## src/hw/rtl/tmr_pkg.sv

```systemverilog
// ============================================================================
// tmr_pkg: shared types and constants for the tile-map pixel renderer
// Item layouts, store geometry, view tables and the 16-color palette.
// ============================================================================
package tmr_pkg;

    localparam int MAX_TILES       = 256;
    localparam int MAX_APPEARANCES = 15;
    localparam int SLICE_BYTES     = 156;
    localparam int TILE_PIXELS     = 64;
    localparam int TILE_DEPTH      = MAX_TILES * TILE_PIXELS;
    localparam int MAP_DEPTH       = MAX_APPEARANCES * SLICE_BYTES;
    localparam int TILE_AW         = $clog2(TILE_DEPTH);
    localparam int MAP_AW          = $clog2(MAP_DEPTH);
    localparam int VIEW_COUNT      = 10;
    localparam int APB_AW          = 3;
    localparam int APB_DW          = 32;

    localparam logic [3:0] KEY_COLOR = 4'd13;

    // action codes
    localparam logic [1:0] ACT_TILE   = 2'd0;
    localparam logic [1:0] ACT_MAP    = 2'd1;
    localparam logic [1:0] ACT_RENDER = 2'd2;

    // status codes
    localparam logic [1:0] ST_OK    = 2'd0;
    localparam logic [1:0] ST_RANGE = 2'd1;
    localparam logic [1:0] ST_TILE  = 2'd2;

    // register indexes (paddr[2])
    localparam logic REG_TILE_COUNT       = 1'b0;
    localparam logic REG_APPEARANCE_COUNT = 1'b1;

    typedef struct packed {
        logic [1:0]  action;
        logic [7:0]  tile_number;
        logic [5:0]  tile_pixel;
        logic [3:0]  tile_color;
        logic [11:0] map_address;
        logic [7:0]  map_value;
        logic [3:0]  appearance;
        logic [3:0]  view;
        logic [5:0]  column_x;
        logic [6:0]  row_y;
    } in_item_t;

    typedef struct packed {
        logic [7:0] red;
        logic [7:0] green;
        logic [7:0] blue;
        logic [7:0] alpha;
        logic [1:0] status;
    } out_item_t;

    typedef struct packed {
        logic [8:0] tile_count;
        logic [3:0] appearance_count;
    } cfg_t;

    typedef struct packed {
        logic capture;
        logic exec;
        logic tile_read;
        logic out_load;
    } ctrl_cmd_t;

    typedef struct packed {
        logic render_ok;
    } dp_stat_t;

    function automatic logic [7:0] view_offset(input logic [3:0] v);
        logic [7:0] r;
        case (v)
            4'd0:    r = 8'd0;
            4'd1:    r = 8'd2;
            4'd2:    r = 8'd6;
            4'd3:    r = 8'd10;
            4'd4:    r = 8'd22;
            4'd5:    r = 8'd38;
            4'd6:    r = 8'd54;
            4'd7:    r = 8'd110;
            4'd8:    r = 8'd132;
            4'd9:    r = 8'd154;
            default: r = 8'd0;
        endcase
        return r;
    endfunction

    function automatic logic [2:0] view_cols(input logic [3:0] v);
        logic [2:0] r;
        case (v)
            4'd0, 4'd1, 4'd2, 4'd9: r = 3'd1;
            4'd3:                   r = 3'd3;
            4'd4, 4'd5, 4'd7, 4'd8: r = 3'd2;
            4'd6:                   r = 3'd7;
            default:                r = 3'd0;
        endcase
        return r;
    endfunction

    function automatic logic [3:0] view_rows(input logic [3:0] v);
        logic [3:0] r;
        case (v)
            4'd0, 4'd9:             r = 4'd2;
            4'd1, 4'd2, 4'd3:       r = 4'd4;
            4'd4, 4'd5, 4'd6:       r = 4'd8;
            4'd7, 4'd8:             r = 4'd11;
            default:                r = 4'd0;
        endcase
        return r;
    endfunction

    // {red, green, blue}
    function automatic logic [23:0] ega_rgb(input logic [3:0] c);
        logic [23:0] r;
        case (c)
            4'd0:    r = {8'd0,   8'd0,   8'd0};
            4'd1:    r = {8'd0,   8'd0,   8'd170};
            4'd2:    r = {8'd0,   8'd170, 8'd0};
            4'd3:    r = {8'd0,   8'd170, 8'd170};
            4'd4:    r = {8'd170, 8'd0,   8'd0};
            4'd5:    r = {8'd170, 8'd0,   8'd170};
            4'd6:    r = {8'd170, 8'd85,  8'd0};
            4'd7:    r = {8'd170, 8'd170, 8'd170};
            4'd8:    r = {8'd85,  8'd85,  8'd85};
            4'd9:    r = {8'd85,  8'd85,  8'd255};
            4'd10:   r = {8'd85,  8'd255, 8'd85};
            4'd11:   r = {8'd85,  8'd255, 8'd255};
            4'd12:   r = {8'd255, 8'd85,  8'd85};
            4'd13:   r = {8'd255, 8'd85,  8'd255};
            4'd14:   r = {8'd255, 8'd255, 8'd85};
            default: r = {8'd255, 8'd255, 8'd255};
        endcase
        return r;
    endfunction

endpackage

```

## src/hw/rtl/tmr_regs.sv

```systemverilog
// ============================================================================
// tmr_regs: configuration registers
// APB-style write/read of tile_count and appearance_count.
// ============================================================================
module tmr_regs import tmr_pkg::*; (
    input  logic              clk,
    input  logic              rst_n,
    input  logic              psel,
    input  logic              penable,
    input  logic              pwrite,
    input  logic [APB_AW-1:0] paddr,
    input  logic [APB_DW-1:0] pwdata,
    output logic [APB_DW-1:0] prdata,
    output logic              pready,
    output cfg_t              cfg
);

    logic [8:0] tile_count_reg;
    logic [3:0] appearance_count_reg;
    logic       wr_en;

    assign pready = 1'b1;
    assign wr_en  = psel & penable & pwrite;

    always_ff @(posedge clk or negedge rst_n)
    begin
        if (!rst_n)
        begin
            tile_count_reg       <= 9'd1;
            appearance_count_reg <= 4'd1;
        end
        else if (wr_en)
        begin
            unique case (paddr[2])
                REG_TILE_COUNT:       tile_count_reg       <= pwdata[8:0];
                REG_APPEARANCE_COUNT: appearance_count_reg <= pwdata[3:0];
                default:              ;
            endcase
        end
    end

    always_comb
    begin
        unique case (paddr[2])
            REG_TILE_COUNT:       prdata = {{(APB_DW-9){1'b0}}, tile_count_reg};
            REG_APPEARANCE_COUNT: prdata = {{(APB_DW-4){1'b0}}, appearance_count_reg};
            default:              prdata = '0;
        endcase
    end

    assign cfg.tile_count       = tile_count_reg;
    assign cfg.appearance_count = appearance_count_reg;

endmodule

```

## config.mk

```make
export PLATFORM = sky130hd
export DESIGN_NAME = tmr_regs
export DESIGN_NICKNAME = d
export VERILOG_FILES = /design/src/hw/rtl/tmr_pkg.sv /design/src/hw/rtl/tmr_regs.sv
export SDC_FILE = /design/constraint.sdc
export NUM_CORES = 1
export LEC_CHECK = 0
export BUFFER_PORTS_ARGS = -buffer_cell sky130_fd_sc_hd__buf_2
export CAP_MARGIN = 20
export CORE_AREA = 2 2 58 43
export CTS_BUF_LIST = sky130_fd_sc_hd__clkbuf_8
export DETAILED_ROUTE_END_ITERATION = 10
export DIE_AREA = 0 0 60 45
export PLACE_DENSITY = 0.85
export SETUP_SLACK_MARGIN = 0.2
export SLEW_MARGIN = 20
export SYNTH_ARGS = -nofsm -noshare
export SYNTH_HDL_FRONTEND = slang
export SYNTH_SLANG_ARGS = --single-unit
```

## constraint.sdc

```tcl
create_clock -name clk -period 1.55 [get_ports clk]
set_clock_uncertainty 0.05 [all_clocks]
set_input_delay 0.2325 -clock clk [delete_from_list [all_inputs] [get_ports clk]]
set_output_delay 0.2325 -clock clk [all_outputs]
set_load 0.02 [all_outputs]
```

[Word-level counts from Yosys, hierarchy flattened]
Cells that the tools add are included.
Word-level totals
  output and inout bits: 46
  logic and storage cells: 8
  bits of input ports: 40
  flip-flop bits (word level): 13
Cells by class
  bitwise operators: 3
  reduce and logical (&&, ||, !) cells: 2
  multiplexer cells: 1
Operators with widths (count)
  case mux 32 bit (2 select lines): 1
  AND reduction 2 bit: 2
  bitwise AND 1 bit: 2
  NOT 1 bit: 1

[Depth between registers and ports, before layout]
  depth in word-level cells: 3
  mapped depth: 3
  mapped depth without buffers: 2

[Least setup slack after synthesis]
No wires, ideal clock.
  kind: reg2out
  start: reg tile_count_reg[4]
  end: out prdata[4]
  stages on the path, launching flop included: 2
  slack: 0.458 ns
  data required time: 1.267 ns
  path buffers: 0
  arrival: 0.809 ns
  cells stage by stage: dfrtp_1 -> nor2b_1
Between the ends
  longest elaborated chain between the ends: 1
RTL lines
  from (decl): line tmr_regs.sv:18  | logic [8:0] tile_count_reg;
  from (signal assigned): line tmr_regs.sv:35  | REG_TILE_COUNT: tile_count_reg <= pwdata[8:0];
  case mux 32 bit (2 select lines): line tmr_regs.sv:44  | unique case (paddr[2])
  to (decl): line tmr_regs.sv:13  | output logic [APB_DW-1:0] prdata,
No other way between the ends. The select of a mux whose other input is x is not followed.

[Worst setup path in the final report]
  start: reg appearance_count_reg[0]
  end: out prdata[0]
Between the ends
  longest elaborated chain between the ends: 1
RTL lines
  from (decl): line tmr_regs.sv:19  | logic [3:0] appearance_count_reg;
  from (signal assigned): line tmr_regs.sv:36  | REG_APPEARANCE_COUNT: appearance_count_reg <= pwdata[3:0];
  case mux 32 bit (2 select lines): line tmr_regs.sv:44
No other way between the ends. The select of a mux whose other input is x is not followed.

==> results.md <==
* Number of standard cells after synthesis at 64
* Worst VDD drop at 0.601 mV
* Clock Tree Buf Depth at 2
* Clock Sinks at 13
* Synth-to-Final Area Change at 26.6%
* CP peak stage delay at 0.55 ns
* Register Area at 328 sq um
* DR WL/cell at 11.1 um
* Die height at 45 um
* H-tree depth at 1
* Setup TNS Final at 0 ns
* GPL Wtd Cong at 0.657
* Yosys top cell area share at 35.2%
* Startpoint Class: flop
* Multi-input gate area at 353 sq um
* Distinct cell type count after synthesis at 8
* Critical Path AT at 1.05 ns
* Synth Cell Area at 782 sq um
* Max-cap violations at 0
* CP delay by family, top: flip-flops
* Fmax at 753 MHz
* Boundary Pins at 86
* CP Cell Sequence: mux2_4, buf_6
* Nets@finish at 144
* Pre-antenna DRT Iters at 3
* Crit Path Max Fanout at 3
* CP Capture Type: primary output
* Clk_lat worst skew at 0.24 ns
* CP required at 1.27 ns
* Vias per inst at 3.92
* Synth top area cells: dfrtp_1, mux2_2, buf_4
* Final worst path period share at 85.7%
* Synth area leader: dfrtp_1
* Total gr overflow at 0
* Cell Pwr Density at 1310 nW/um^2
* End-of-flow core utilization at 46.7%
* Final non-filler cell total at 135
* Fillcell total at 209
* DRT antenna net count at 0
* Worst hold path type: input pin to flop
* Root Driver: clkbuf_8
* Starting DRC count in detailed routing at 6
* Syn_area_per_cell at 12.2 sq um
* Final Setup Violations at 0
* Remaining DRCs at 0
* Via count at 529
* Final hold violation count at 0
* Setup CP Type: flop to primary output
* Worst path slowest cell: dfstp_2
* Crit path buf inv count at 1
* CTS tree: built
* Seq cells post-synth at 13
* Hpwl dp at 1.16 mm
* Largest net degree at the start of global routing at 14
* Core area at 2120 sq um
* Worst-path clk slew at 0.06 ns
* Port Buffers at 36
* Setup ws final at 0.222 ns
* Die Wd at 60 um
* Vias in the first global route at 466
* Final min period at 1.33 ns
* Seq/Total Area, Yosys at 41.9%
* Max reg flops at 9
* Leakage at 0.000534 uW
* Rows at 14
* Pre-CTS setup slack at 0.241 ns
* Layout cells sized above 1 at 60.2%
* Pins Over Slew Limit at 0
* Status: completed
* DIE AREA at 2700 sq um
* Unrepaired setup endpoints after global routing: true
* Initial core utilization at 36.9%
* First-pass GRT wire length at 2.09 mm
* TritonCTS Buffers at 3
* N_diodes at 0
* Yosys warnings at 0
* Placed Cells at 129
* Antenna violations before repair at 0
* Final wirelength at 1.50 mm
* GR Util All Layers at 11.1%
==> final timing paths <==
kind                            cells after the start  slack [ns]                    start                 endpoint
max in group asynchronous                           2        0.79                    rst_n        tile_count_reg[0]
min in group asynchronous                           2        0.38                    rst_n  appearance_count_reg[2]
worst max register to register                      2        0.62        tile_count_reg[3]        tile_count_reg[3]
worst max-delay path                                2        0.22  appearance_count_reg[0]                prdata[0]
worst min register to register                      1        0.47        tile_count_reg[7]        tile_count_reg[7]
worst min-delay path                                2        0.17                pwdata[7]        tile_count_reg[7]
==> through the flow <==
stage / hold slack (ns) / cell area [sq um] / total power (uW)
after detailed placement: 0.0936 / 897 / 960
after global routing: 0.172 / 990 / 1370
after CTS: 0.165 / 956 / 1270
final: 0.169 / 990 / 1300
after floorplan: -0.113 / 865 / 841
after global placement: 0.0846 / 897 / 941
==> final cells by class <==
cell class	instances	share of cell area, %
repair buffers	38	22.5
clock buffers	3	4.17
multi-input cells	48	35.7
well taps	32	4.05
clock inverters	1	0.506
flip-flops and latches	13	33.1
==> cells in the final DEF (no fill, tap or decap) <==
| master | instances |
|---|---|
| dfrtp_1 | 11 |
| buf_6 | 4 |
| clkinv_2 | 1 |
| dfstp_2 | 2 |
| clkbuf_8 | 3 |
| nor2b_1 | 5 |
| nand4_2 | 1 |
| buf_2 | 32 |
| dlygate4sd3_1 | 1 |
| buf_4 | 1 |
| mux2_2 | 16 |
| mux2_4 | 1 |
| conb_1 | 24 |
| nand4b_4 | 1 |
==> cells in the mapped netlist (all sizes together) <==
library cell / count
dfstp: 2
conb: 2
buf: 25
nand4b: 1
mux2: 17
dfrtp: 11
nor2b: 5
nand4: 1
==> routing by layer <==
| metal | part of all wire, % | GRT usage [%] |
|---|---|---|
| met1 | 38 | 10.6 |
| met2 | 52 | 22.0 |
| met3 | 9.4 | 6.30 |
| met4 | 0 | 0 |
| met5 | 0 | 0 |
==> cells by family after synthesis <==
family / Yosys count / synth area share [%]
multiplexers: 17 / 24.5
flip-flops: 13 / 41.9
buffers and inverters: 25 / 24.0
AND/OR/NAND/NOR: 7 / 8.64
other: 2 / 0.960
==> where the power goes <==
part | total (uW) | switching [uW] | internal, uW
Sequential | 472 | 47.8 | 424
Clock | 295 | 118 | 177
Combinational | 530 | 307 | 223
Total | 1300 | 472 | 824
==> timing repair <==
| item | 4_1_cts | 5_1_grt |
|---|---|---|
| pin swaps | 0 | 0 |
| hold buffers | 1 | 0 |
| resized for setup | 1 | 8 |
| endpoints found under the setup margin | 1 | 4 |
| endpoints found under the hold margin | 11 | 0 |
| buffers inserted | 0 | 1 |
Power figures use the tool's default switching activity.
