[config.mk]
export PLATFORM = sky130hd
export DESIGN_NAME = tmr_ctrl
export DESIGN_NICKNAME = d
export VERILOG_FILES = /design/src/hw/rtl/tmr_pkg.sv /design/src/hw/rtl/tmr_ctrl.sv
export SDC_FILE = /design/constraint.sdc
export NUM_CORES = 1
export LEC_CHECK = 0
export ABC_CLOCK_PERIOD_IN_PS = 1500
export BUFFER_PORTS_ARGS = -buffer_cell sky130_fd_sc_hd__buf_4
export CORE_AREA = 2 2 39 41
export DETAILED_ROUTE_END_ITERATION = 16
export DIE_AREA = 0 0 41 43
export GPL_ROUTABILITY_DRIVEN = 0
export PLACE_DENSITY = 0.45
export SLEW_MARGIN = 20
export SYNTH_ARGS = -nofsm -noshare
export SYNTH_HDL_FRONTEND = slang
export SYNTH_SLANG_ARGS = --single-unit
export TNS_END_PERCENT = 1
[constraint.sdc]
create_clock -name clk -period 1.5 [get_ports clk]
set_input_delay 0.075 -clock clk [delete_from_list [all_inputs] [get_ports clk]]
set_output_delay 0.075 -clock clk [all_outputs]
set_load 0.1 [all_outputs]
[src/hw/rtl/tmr_pkg.sv]
// ============================================================================
// tmr_pkg: shared types and constants for the tile-map pixel renderer
// Item layouts, store geometry, view tables and the 16-color palette.
// ============================================================================
package tmr_pkg;

    localparam int MAX_TILES       = 256;
    localparam int MAX_APPEARANCES = 15;
    localparam int SLICE_BYTES     = 156;
    localparam int TILE_PIXELS     = 64;
    localparam int TILE_DEPTH      = MAX_TILES * TILE_PIXELS;
    localparam int MAP_DEPTH       = MAX_APPEARANCES * SLICE_BYTES;
    localparam int TILE_AW         = $clog2(TILE_DEPTH);
    localparam int MAP_AW          = $clog2(MAP_DEPTH);
    localparam int VIEW_COUNT      = 10;
    localparam int APB_AW          = 3;
    localparam int APB_DW          = 32;

    localparam logic [3:0] KEY_COLOR = 4'd13;

    // action codes
    localparam logic [1:0] ACT_TILE   = 2'd0;
    localparam logic [1:0] ACT_MAP    = 2'd1;
    localparam logic [1:0] ACT_RENDER = 2'd2;

    // status codes
    localparam logic [1:0] ST_OK    = 2'd0;
    localparam logic [1:0] ST_RANGE = 2'd1;
    localparam logic [1:0] ST_TILE  = 2'd2;

    // register indexes (paddr[2])
    localparam logic REG_TILE_COUNT       = 1'b0;
    localparam logic REG_APPEARANCE_COUNT = 1'b1;

    typedef struct packed {
        logic [1:0]  action;
        logic [7:0]  tile_number;
        logic [5:0]  tile_pixel;
        logic [3:0]  tile_color;
        logic [11:0] map_address;
        logic [7:0]  map_value;
        logic [3:0]  appearance;
        logic [3:0]  view;
        logic [5:0]  column_x;
        logic [6:0]  row_y;
    } in_item_t;

    typedef struct packed {
        logic [7:0] red;
        logic [7:0] green;
        logic [7:0] blue;
        logic [7:0] alpha;
        logic [1:0] status;
    } out_item_t;

    typedef struct packed {
        logic [8:0] tile_count;
        logic [3:0] appearance_count;
    } cfg_t;

    typedef struct packed {
        logic capture;
        logic exec;
        logic tile_read;
        logic out_load;
    } ctrl_cmd_t;

    typedef struct packed {
        logic render_ok;
    } dp_stat_t;

    function automatic logic [7:0] view_offset(input logic [3:0] v);
        logic [7:0] r;
        case (v)
            4'd0:    r = 8'd0;
            4'd1:    r = 8'd2;
            4'd2:    r = 8'd6;
            4'd3:    r = 8'd10;
            4'd4:    r = 8'd22;
            4'd5:    r = 8'd38;
            4'd6:    r = 8'd54;
            4'd7:    r = 8'd110;
            4'd8:    r = 8'd132;
            4'd9:    r = 8'd154;
            default: r = 8'd0;
        endcase
        return r;
    endfunction

    function automatic logic [2:0] view_cols(input logic [3:0] v);
        logic [2:0] r;
        case (v)
            4'd0, 4'd1, 4'd2, 4'd9: r = 3'd1;
            4'd3:                   r = 3'd3;
            4'd4, 4'd5, 4'd7, 4'd8: r = 3'd2;
            4'd6:                   r = 3'd7;
            default:                r = 3'd0;
        endcase
        return r;
    endfunction

    function automatic logic [3:0] view_rows(input logic [3:0] v);
        logic [3:0] r;
        case (v)
            4'd0, 4'd9:             r = 4'd2;
            4'd1, 4'd2, 4'd3:       r = 4'd4;
            4'd4, 4'd5, 4'd6:       r = 4'd8;
            4'd7, 4'd8:             r = 4'd11;
            default:                r = 4'd0;
        endcase
        return r;
    endfunction

    // {red, green, blue}
    function automatic logic [23:0] ega_rgb(input logic [3:0] c);
        logic [23:0] r;
        case (c)
            4'd0:    r = {8'd0,   8'd0,   8'd0};
            4'd1:    r = {8'd0,   8'd0,   8'd170};
            4'd2:    r = {8'd0,   8'd170, 8'd0};
            4'd3:    r = {8'd0,   8'd170, 8'd170};
            4'd4:    r = {8'd170, 8'd0,   8'd0};
            4'd5:    r = {8'd170, 8'd0,   8'd170};
            4'd6:    r = {8'd170, 8'd85,  8'd0};
            4'd7:    r = {8'd170, 8'd170, 8'd170};
            4'd8:    r = {8'd85,  8'd85,  8'd85};
            4'd9:    r = {8'd85,  8'd85,  8'd255};
            4'd10:   r = {8'd85,  8'd255, 8'd85};
            4'd11:   r = {8'd85,  8'd255, 8'd255};
            4'd12:   r = {8'd255, 8'd85,  8'd85};
            4'd13:   r = {8'd255, 8'd85,  8'd255};
            4'd14:   r = {8'd255, 8'd255, 8'd85};
            default: r = {8'd255, 8'd255, 8'd255};
        endcase
        return r;
    endfunction

endpackage

[src/hw/rtl/tmr_ctrl.sv]
// ============================================================================
// tmr_ctrl: item sequencer
// Steps one item through capture, store access and result load, and owns
// the result valid flag.
// ============================================================================
module tmr_ctrl import tmr_pkg::*; (
    input  logic      clk,
    input  logic      rst_n,
    input  logic      in_valid,
    output logic      in_ready,
    output logic      out_valid,
    input  logic      out_ready,
    input  dp_stat_t  stat,
    output ctrl_cmd_t cmd
);

    localparam logic [1:0] S_IDLE = 2'd0;
    localparam logic [1:0] S_EXEC = 2'd1;
    localparam logic [1:0] S_MAP  = 2'd2;
    localparam logic [1:0] S_FIN  = 2'd3;

    logic [1:0] state_reg, state_next;
    logic       out_valid_reg, out_valid_next;
    logic       out_free;

    assign out_free = !out_valid_reg || out_ready;
    assign in_ready = (state_reg == S_IDLE);

    always_comb
    begin
        state_next = state_reg;
        cmd        = '0;
        unique case (state_reg)
            S_IDLE:
            begin
                if (in_valid)
                begin
                    cmd.capture = 1'b1;
                    state_next  = S_EXEC;
                end
            end
            S_EXEC:
            begin
                // loads and rejected renders skip the two store reads
                cmd.exec   = 1'b1;
                state_next = stat.render_ok ? S_MAP : S_FIN;
            end
            S_MAP:
            begin
                cmd.tile_read = 1'b1;
                state_next    = S_FIN;
            end
            S_FIN:
            begin
                if (out_free)
                begin
                    cmd.out_load = 1'b1;
                    state_next   = S_IDLE;
                end
            end
            default: state_next = S_IDLE;
        endcase
    end

    always_comb
    begin
        if (cmd.out_load)
            out_valid_next = 1'b1;
        else if (out_ready)
            out_valid_next = 1'b0;
        else
            out_valid_next = out_valid_reg;
    end

    always_ff @(posedge clk or negedge rst_n)
    begin
        if (!rst_n)
        begin
            state_reg     <= S_IDLE;
            out_valid_reg <= 1'b0;
        end
        else
        begin
            state_reg     <= state_next;
            out_valid_reg <= out_valid_next;
        end
    end

    assign out_valid = out_valid_reg;

endmodule

* After elaboration in Yosys (flattened, before gate mapping) *
Cells that the tools add are included.

cells by class
  equality and inequality tests = 5
  reduce and logical (&&, ||, !) cells = 5
  multiplexer cells = 12

operators by type and width
  cell                  count
  $mux W1               9
  $pmux W2 S4           1
  $eq A2 B2 Y1 const B  2
  $mux W2               2
  $ne A2 B2 Y1 const B  2
  $eq A2 B1 Y1 const B  1
  $logic_not A2 Y1      1
  $reduce_and A2 Y1     1
  $reduce_bool A2 Y1    1
  $logic_not A1 Y1      1
  $logic_or A1 B1 Y1    1

word-level totals
  flip-flop bits (word level) = 3
  word-level logic and storage cells = 24
  output and inout bits = 6
  input bits = 5

* Longest topological paths before layout *
Gate-level depths: netlist of the first run.

  word-level depth = 5
  mapped depth = 5
  depth with buffers taken out = 5

* Worst setup path after synthesis of the first run *
Ideal clock, no wire load.

  kind = reg-to-output
  start = register state_reg[0]
  end = output cmd[3] (netlist bit)
  path slack = -0.766 ns
  cell stages (with the launch flop) = 4
  arrival time = 2.191 ns
  buffers on the path = 0
  required time = 1.425 ns
  cells stage by stage = dfrtp_1 -> inv_1 -> ha_1 -> and2_1

RTL lines
  item                      RTL line        RTL
  start: declaration        tmr_ctrl.sv:22  logic [1:0] state_reg, state_next;
  start signal: assignment  tmr_ctrl.sv:84  state_reg <= state_next;
  end: declaration          tmr_ctrl.sv:14  output ctrl_cmd_t cmd

==> impl_metrics.yaml, run 1 <==
outcome:
  status: "complete, no violations"
floorplanning:
  start_util: 0.173
  die-area_um2: 1760
  ios: 11
  fp.dieW_um: 41
  die_h_um: 43
  row_count: 14
  core_area_um2: 1380
sta:
  max_freq_ghz: 0.714
  period_minus_slack_ns: 1.40
  tns_ns: 0
  rsz0062_at_grt: "no"
  timing.final.crit_share: 0.934
  worstMarginPinSlew_ns: 0.280
  final_hold_viol_count: 0
  maxSlewHeadroom: 0.815
  setup_viol: 0
  skew_ns: 0.0000520
  slew_viol_final: 0
final_layout:
  antenna_cells: 0
  post-route-cell-area_um2: 384
  syn2layout_area_growth_pct: 60.7
  drive_gt1_frac: 0.611
  finalCoreUtilization: 0.278
  largest_register_ffs: 2
  nNetsFinal: 46
  final_common_cell: "buf_4"
  final_cell_mix: "9 x buf_4, 3 x nand2b_1, 3 x clkbuf_4"
  fill_cells: 137
worst_hold_path:
  hold_class: "primary input to flop"
  min_path_cells: 3
  min_from: "out_ready"
  min_to: "out_valid"
routing:
  wl_per_cell_um: 9.56
  drt_iter0_markers: 0
  wl_um: 497
  viasPerCell: 3.83
  final_antenna_net_count: 0
  dr.pass1.iters: 1
  vias: 199
  drcViolationCount: 0
place:
  place_area_um2: 344
  port-buffer-count: 10
  hpwl_um: 385
clock_tree:
  cts_buffer_depth: 2
  cts_buffers: 3
  clk-insertion-delay-late_ns: 0.23
  htree_levels: 1
  clkTransAtPathRegs_ns: 0.04
  cts_tree: "built"
  postCtsSetupRepairBufs: 0
  cts.sinks: 3
  clockRootBuffer: "clkbuf_4"
critical_path:
  crit_type: "flop to output port"
  cp-end-kind: "output port"
  cp.required_ns: 1.42
  reg2reg_to: "state_reg[1]"
  r2r-start: "state_reg[0]"
  cp-start-kind: "flop"
  r2r_slack_ns: 0.21
  critPathMaxFanout: 5
  worstPathArrival_ns: 1.33
  reg2reg_depth: 5
yosys:
  yosysSeqAreaShare: 0.314
  synth_cell_types: 12
  yosysWarningCount: 0
  synth_area_per_cell_um2: 10.9
  synthesis.area_um2: 239
  synth_fp_nets: 31
  syn_inst: 22
  ys_ff_latch: 3
job:
  maxCapViolations: 0
global_route:
  grt_pass1_wl_um: 814
  grt_usage: 0.0722
  antenna_found_initial: 0
  overflow: 0
  grt_pass1_vias: 216
  grt_max_degree: 6
stage by stage:
step	hold WS, ns	std cells	worst slack (ns)
2_1_floorplan	-0.221	22	0.0184
3_3_place_gp	-0.136	47	0.223
3_5_place_dp	-0.135	47	0.207
4_1_cts	0.118	52	0.0514
5_1_grt	0.139	52	0.0373
6_report	0.124	52	0.0994
cell type report:
class                      instances  area, µm²  area share
multi-input combinational         15        161       0.420
timing repair buffer              11       88.8       0.231
tap                               16       20.0      0.0521
clock buffer                       4       26.3      0.0684
sequential                         3       76.3       0.199
inverter                           3       11.3      0.0293
how the worst max path moves through the flow:
stage | to | slack (ns) | cells after the start | from
after floorplan | state_reg[1] | 0.02 | 5 | state_reg[1]
after global placement | state_reg[1] | 0.22 | 5 | state_reg[1]
after detailed placement | state_reg[1] | 0.21 | 4 | state_reg[0]
after CTS | cmd[0] | 0.05 | 3 | state_reg[0]
after global routing | cmd[0] | 0.04 | 3 | state_reg[0]
final | cmd[3] | 0.1 | 4 | state_reg[0]
per-layer routing:
metal / vias up / wire [µm] / track usage
li1: 98 / - / -
met1: 88 / 237 / 0.0769
met2: 13 / 187 / 0.0938
met3: 0 / 72 / 0.0628
met4: 0 / 0 / 0.0400
met5: - / 0 / 0
logic make-up after synthesis:
family                     share of synthesized area
DFF                                            0.314
adders and majority gates                      0.209
and+or+nand+nor                                0.230
buffers and inverters                         0.0785
AOI/OAI and AO/OA                              0.105
muxes                                         0.0628
cell usage after synthesis:
cell / n / area share
ha_1: 4 / 0.21
o2bb2a_1: 1 / 0.042
and2_1: 2 / 0.052
nand2b_1: 3 / 0.079
buf_4: 1 / 0.031
nor2_1: 1 / 0.016
dfrtp_1: 3 / 0.31
nand3b_4: 1 / 0.084
o21ai_2: 1 / 0.037
inv_1: 3 / 0.047
a31oi_1: 1 / 0.026
mux2_4: 1 / 0.063
worst max-delay path, stage by stage, from the launching register on:
cell	delay, ns
dfrtp_1	0.43
inv_2	0.11
ha_4	0.14
and2_2	0.13
buf_4	0.28
repair_timing:
action / CTS / global route
gates resized for setup: 0 / 1
hold endpoints to repair: 3 / 0
hold buffers: 1 / 0
endpoints found under the setup margin: 0 / 1
Power of run 1 is left out: the tool's default activity adds up to more than one toggle a clock period on the data nets, which glitch-free logic cannot reach.
==> run 2, diff against run 1 <==
==> constraint.sdc (replaced) <==
create_clock -name clk -period 1.5 [get_ports clk]
set_input_delay 0.075 -clock clk [delete_from_list [all_inputs] [get_ports clk]]
set_output_delay 0.075 -clock clk [all_outputs]
set_load 0.02 [all_outputs]
==> run 2 against run 1 <==
- die area did not move
- global-route usage rose by 0.63 points
- critical path depth rose by 1
- non-clock buffer count did not move
- sequential cell count did not move
- wire length fell by 1.4%
- utilization fell by 1.4 points
- critical path type is now flop to flop
- highest routed layer is now met4
==> impl_metrics.yaml, run 2 (synthesis results as in run 1) <==
worst_hold_path:
  min_path_cells: 3
  hold_class: "primary input to flop"
  min_from: "out_ready"
sta:
  skew_ns: 0.00192
  maxSlewHeadroom: 0.871
  worstMarginPinSlew_ns: 0.193
  tns_ns: 0
  period_minus_slack_ns: 1.38
  max_freq_ghz: 0.723
  setup_viol: 0
  rsz0062_at_grt: "no"
  timing.final.crit_share: 0.923
  final_hold_viol_count: 0
  slew_viol_final: 0
clock_tree:
  cts_buffers: 3
  htree_levels: 1
  cts_tree: "built"
  cts_buffer_depth: 2
  clockRootBuffer: "clkbuf_4"
  postCtsSetupRepairBufs: 0
  cts.sinks: 3
  clk-insertion-delay-late_ns: 0.24
  clkTransAtPathRegs_ns: 0.04
global_route:
  grt_usage: 0.0785
  antenna_found_initial: 0
  grt_pass1_wl_um: 855
  grt_pass1_vias: 232
  overflow: 0
  grt_max_degree: 6
routing:
  dr.pass1.iters: 4
  viasPerCell: 4.12
  wl_um: 490
  wl_per_cell_um: 9.42
  final_antenna_net_count: 0
  vias: 214
  drt_iter0_markers: 4
  drcViolationCount: 0
floorplanning:
  start_util: 0.173
  die_h_um: 43
  row_count: 14
  die-area_um2: 1760
  ios: 11
  core_area_um2: 1380
  fp.dieW_um: 41
power:
  peakVddDrop_v: 0.000877
  power_leakage_nw: 0.197
  p_per_area_nw_per_um2: 2250
final_layout:
  final_cell_mix: "10 x buf_4, 3 x nand2b_1, 3 x ha_1, 3 x clkbuf_4, 3 x dfrtp_1"
  drive_gt1_frac: 0.500
  final_common_cell: "buf_4"
  finalCoreUtilization: 0.264
  largest_register_ffs: 2
  syn2layout_area_growth_pct: 52.9
  nNetsFinal: 46
  antenna_cells: 0
place:
  port-buffer-count: 10
  hpwl_um: 383
critical_path:
  r2r-start: "state_reg[0]"
  worstPathArrival_ns: 1.50
  reg2reg_depth: 5
  cp-end-kind: "flop"
  crit_type: "flop to flop"
  critPathMaxFanout: 5
  r2r_slack_ns: 0.12
  cp.required_ns: 1.62
  cp-start-kind: "flop"
  worstSetupStartpoint: "state_reg[0]"
job:
  maxCapViolations: 0
outcome:
  status: "complete, no violations"
-- run 2: cell counts in the layout (fill, tap and decap cells not counted) --
No cell type changed its count.
-- run 2: report_power, final --
group          switching, W  total [W]  internal (W)
Sequential        0.0000582   0.000184      0.000126
Clock             0.0000459   0.000146      0.000100
Combinational      0.000247   0.000493      0.000246
-- run 2: layer usage --
metal	up-vias	track usage	wire [µm]
li1	100	-	-
met4	0	0.0600	14
met3	2	0.0628	76
met1	97	0.0779	218
met5	-	0	0
met2	15	0.103	180
-- run 2: per-stage QoR --
step | setup slack [ns] | total power, W | hold WS (ns) | instance area (µm²) | cells
final | 0.116 | 0.000824 | 0.134 | 365 | 52
after global routing | 0.0353 | 0.000894 | 0.158 | 365 | 52
after CTS | 0.0689 | 0.000829 | 0.128 | 363 | 52
after floorplan | 0.0493 | 0.000529 | -0.221 | 239 | 22
after global placement | 0.156 | 0.000648 | -0.136 | 327 | 47
after detailed placement | 0.0743 | 0.000671 | -0.132 | 327 | 47
-- run 2: worst paths after layout --
kind | end
hold reg to reg | out_valid
min in group asynchronous | state_reg[1]
hold / removal | out_valid
setup reg to reg | state_reg[1]
setup / recovery | state_reg[1]
max in group asynchronous | out_valid
-- run 2: critical path, stage by stage (launching register included) --
cell	delay, ns
dfrtp_1	0.43
inv_2	0.10
ha_2	0.21
inv_1	0.06
o21ai_2	0.16
mux2_4	0.31
-- run 2: area by class of cell --
class	instances	area [µm²]
Clock buffer	4	26.3
Inverter	3	11.3
Multi-Input combinational cell	15	148
Timing Repair Buffer	11	85.1
Sequential cell	3	75.1
Tap cell	16	20.0
Fill cell	157	1020
-- run 2: repair_timing --
item / 4_1_cts / 5_1_grt
hold endpoints to repair: 3 / 0
endpoints found under the setup margin: 0 / 1
hold buffers: 1 / 0
resized for setup: 0 / 2
Note: power is estimated with default switching activity, not from simulation.
==> run 3, diff against run 2 <==
- CTS_CLUSTER_SIZE: not set -> 25
- PLACE_DENSITY: 0.45 -> not set
==> run 3 against run 2 <==
- wire length decreased by 17%
- critical path depth unchanged
- sequential power decreased by 3%
- clock power about the same
- global-route usage decreased by 1.7 points
- final cell count unchanged
- non-clock buffer count unchanged
- clock skew about the same
- first-iteration DRC count decreased by 50%
- worst setup slack improved by 0.015 ns
- die area unchanged
- highest routed layer unchanged
==> impl_metrics.yaml, run 3 (synthesis results as in run 1) <==
power:
  combPwrFrac: 0.595
  power.share.switching: 0.417
  power_leakage_nw: 0.200
  p_sw_w: 0.000332
  internal_power_w: 0.000465
  seq_power_share: 0.224
  peakVddDrop_v: 0.000534
  p_per_area_nw_per_um2: 2200
  clockPowerShare: 0.181
sta:
  maxSlewHeadroom: 0.896
  setup_viol: 0
  rsz0062_at_grt: "no"
  slew_viol_final: 0
  skew_ns: 0.00164
  worstMarginPinSlew_ns: 0.156
  holdWs_ns: 0.130
  timing.final.crit_share: 0.912
  max_freq_ghz: 0.731
  tns_ns: 0
  period_minus_slack_ns: 1.37
  final_hold_viol_count: 0
clock_tree:
  clockRootBuffer: "clkbuf_4"
  clkTransAtPathRegs_ns: 0.04
  cts.sinks: 3
  htree_levels: 1
  cts_buffer_depth: 2
  cts_tree: "built"
  clk-insertion-delay-late_ns: 0.24
  postCtsSetupRepairBufs: 0
  cts_buffers: 3
global_route:
  grtUsageMet2: 0.0719
  grt_pass1_wl_um: 627
  grt_pass1_vias: 168
  grt-busiest-layer: "met2"
  grt_usage: 0.0613
  overflow: 0
  grt_max_degree: 6
  grt_util_met3: 0.0471
  antenna_found_initial: 0
  globalRouteMet1Util: 0.0645
critical_path:
  worstPathArrival_ns: 1.49
  crit_type: "flop to flop"
  cp.required_ns: 1.62
  critPathMaxFanout: 5
  cp-start-kind: "flop"
  cp-end-kind: "flop"
routing:
  drcViolationCount: 0
  vias: 190
  wl_um: 405
  viasPerCell: 3.65
  dr.pass1.iters: 4
  final_antenna_net_count: 0
  wl_per_cell_um: 7.79
  drt_iter0_markers: 2
floorplanning:
  ios: 11
  start_util: 0.173
  row_count: 14
  fp.dieW_um: 41
  die_h_um: 43
  core_area_um2: 1380
  die-area_um2: 1760
final_layout:
  antenna_cells: 0
  final_cell_mix: "10 x buf_4, 4 x ha_1"
  largest_register_ffs: 2
  syn2layout_area_growth_pct: 51.8
  final_common_cell: "buf_4"
  nNetsFinal: 46
  drive_gt1_frac: 0.444
place:
  port-buffer-count: 10
  hpwl_um: 331
job:
  maxCapViolations: 0
outcome:
  status: "complete, no violations"
worst_hold_path:
  hold_class: "primary input to flop"
## run 3: what timing repair did
item	CTS	global route
hold buffers	1	0
hold endpoints to repair	3	0
gates resized for setup	0	0
## run 3: path summary, 6_finish.rpt
| path | start | end | slack (ns) | cells past startpoint |
|---|---|---|---|---|
| hold / removal | out_ready | out_valid | 0.13 | 3 |
| setup reg to reg | state_reg[0] | state_reg[1] | 0.13 | 5 |
| setup / recovery | state_reg[0] | state_reg[1] | 0.13 | 5 |
| hold reg to reg | out_valid | out_valid | 0.59 | 2 |
| min in group asynchronous | rst_n | state_reg[1] | 0.16 | 2 |
| max in group asynchronous | rst_n | out_valid | 1.24 | 2 |
## run 3: power by group through the flow
| stage | logic, W | registers, W | clock network [W] |
|---|---|---|---|
| floorplan | 0.000339 | 0.000189 | 0 |
| global placement | 0.000477 | 0.000180 | 0 |
| detailed placement | 0.000482 | 0.000181 | 0 |
| CTS | 0.000487 | 0.000180 | 0.000150 |
| global route | 0.000529 | 0.000186 | 0.000155 |
| finish | 0.000474 | 0.000178 | 0.000144 |
## run 3: cell type report
type / instances / area [µm²]
Clock buffer: 4 / 26.3
Tap cell: 16 / 20.0
Sequential cell: 3 / 75.1
Inverter: 3 / 11.3
Timing Repair Buffer: 11 / 85.1
Fill cell: 156 / 1020
Multi-Input combinational cell: 15 / 145
## run 3: worst max-delay path: stages, from the launching register on
cell and delay [ns]:
dfrtp_1 0.41, inv_1 0.11, ha_1 0.20, inv_1 0.06, o21ai_2 0.16, mux2_4 0.31
## run 3: routing by layer
metal / part of all wire / vias to the layer above
met4: 0.047 / 0
met5: 0 / -
met1: 0.37 / 81
met3: 0.11 / 3
li1: - / 98
met2: 0.47 / 8
## run 3: stage by stage
stage,total power (W),cells,setup slack [ns],util,instance area (µm²)
2_1_floorplan,0.000529,22,0.0493,-,239
3_3_place_gp,0.000657,47,0.138,0.236,327
3_5_place_dp,0.000663,47,0.126,0.236,327
4_1_cts,0.000817,52,0.121,0.262,363
5_1_grt,0.000870,52,0.0316,0.262,363
6_report,0.000797,52,0.131,0.262,363
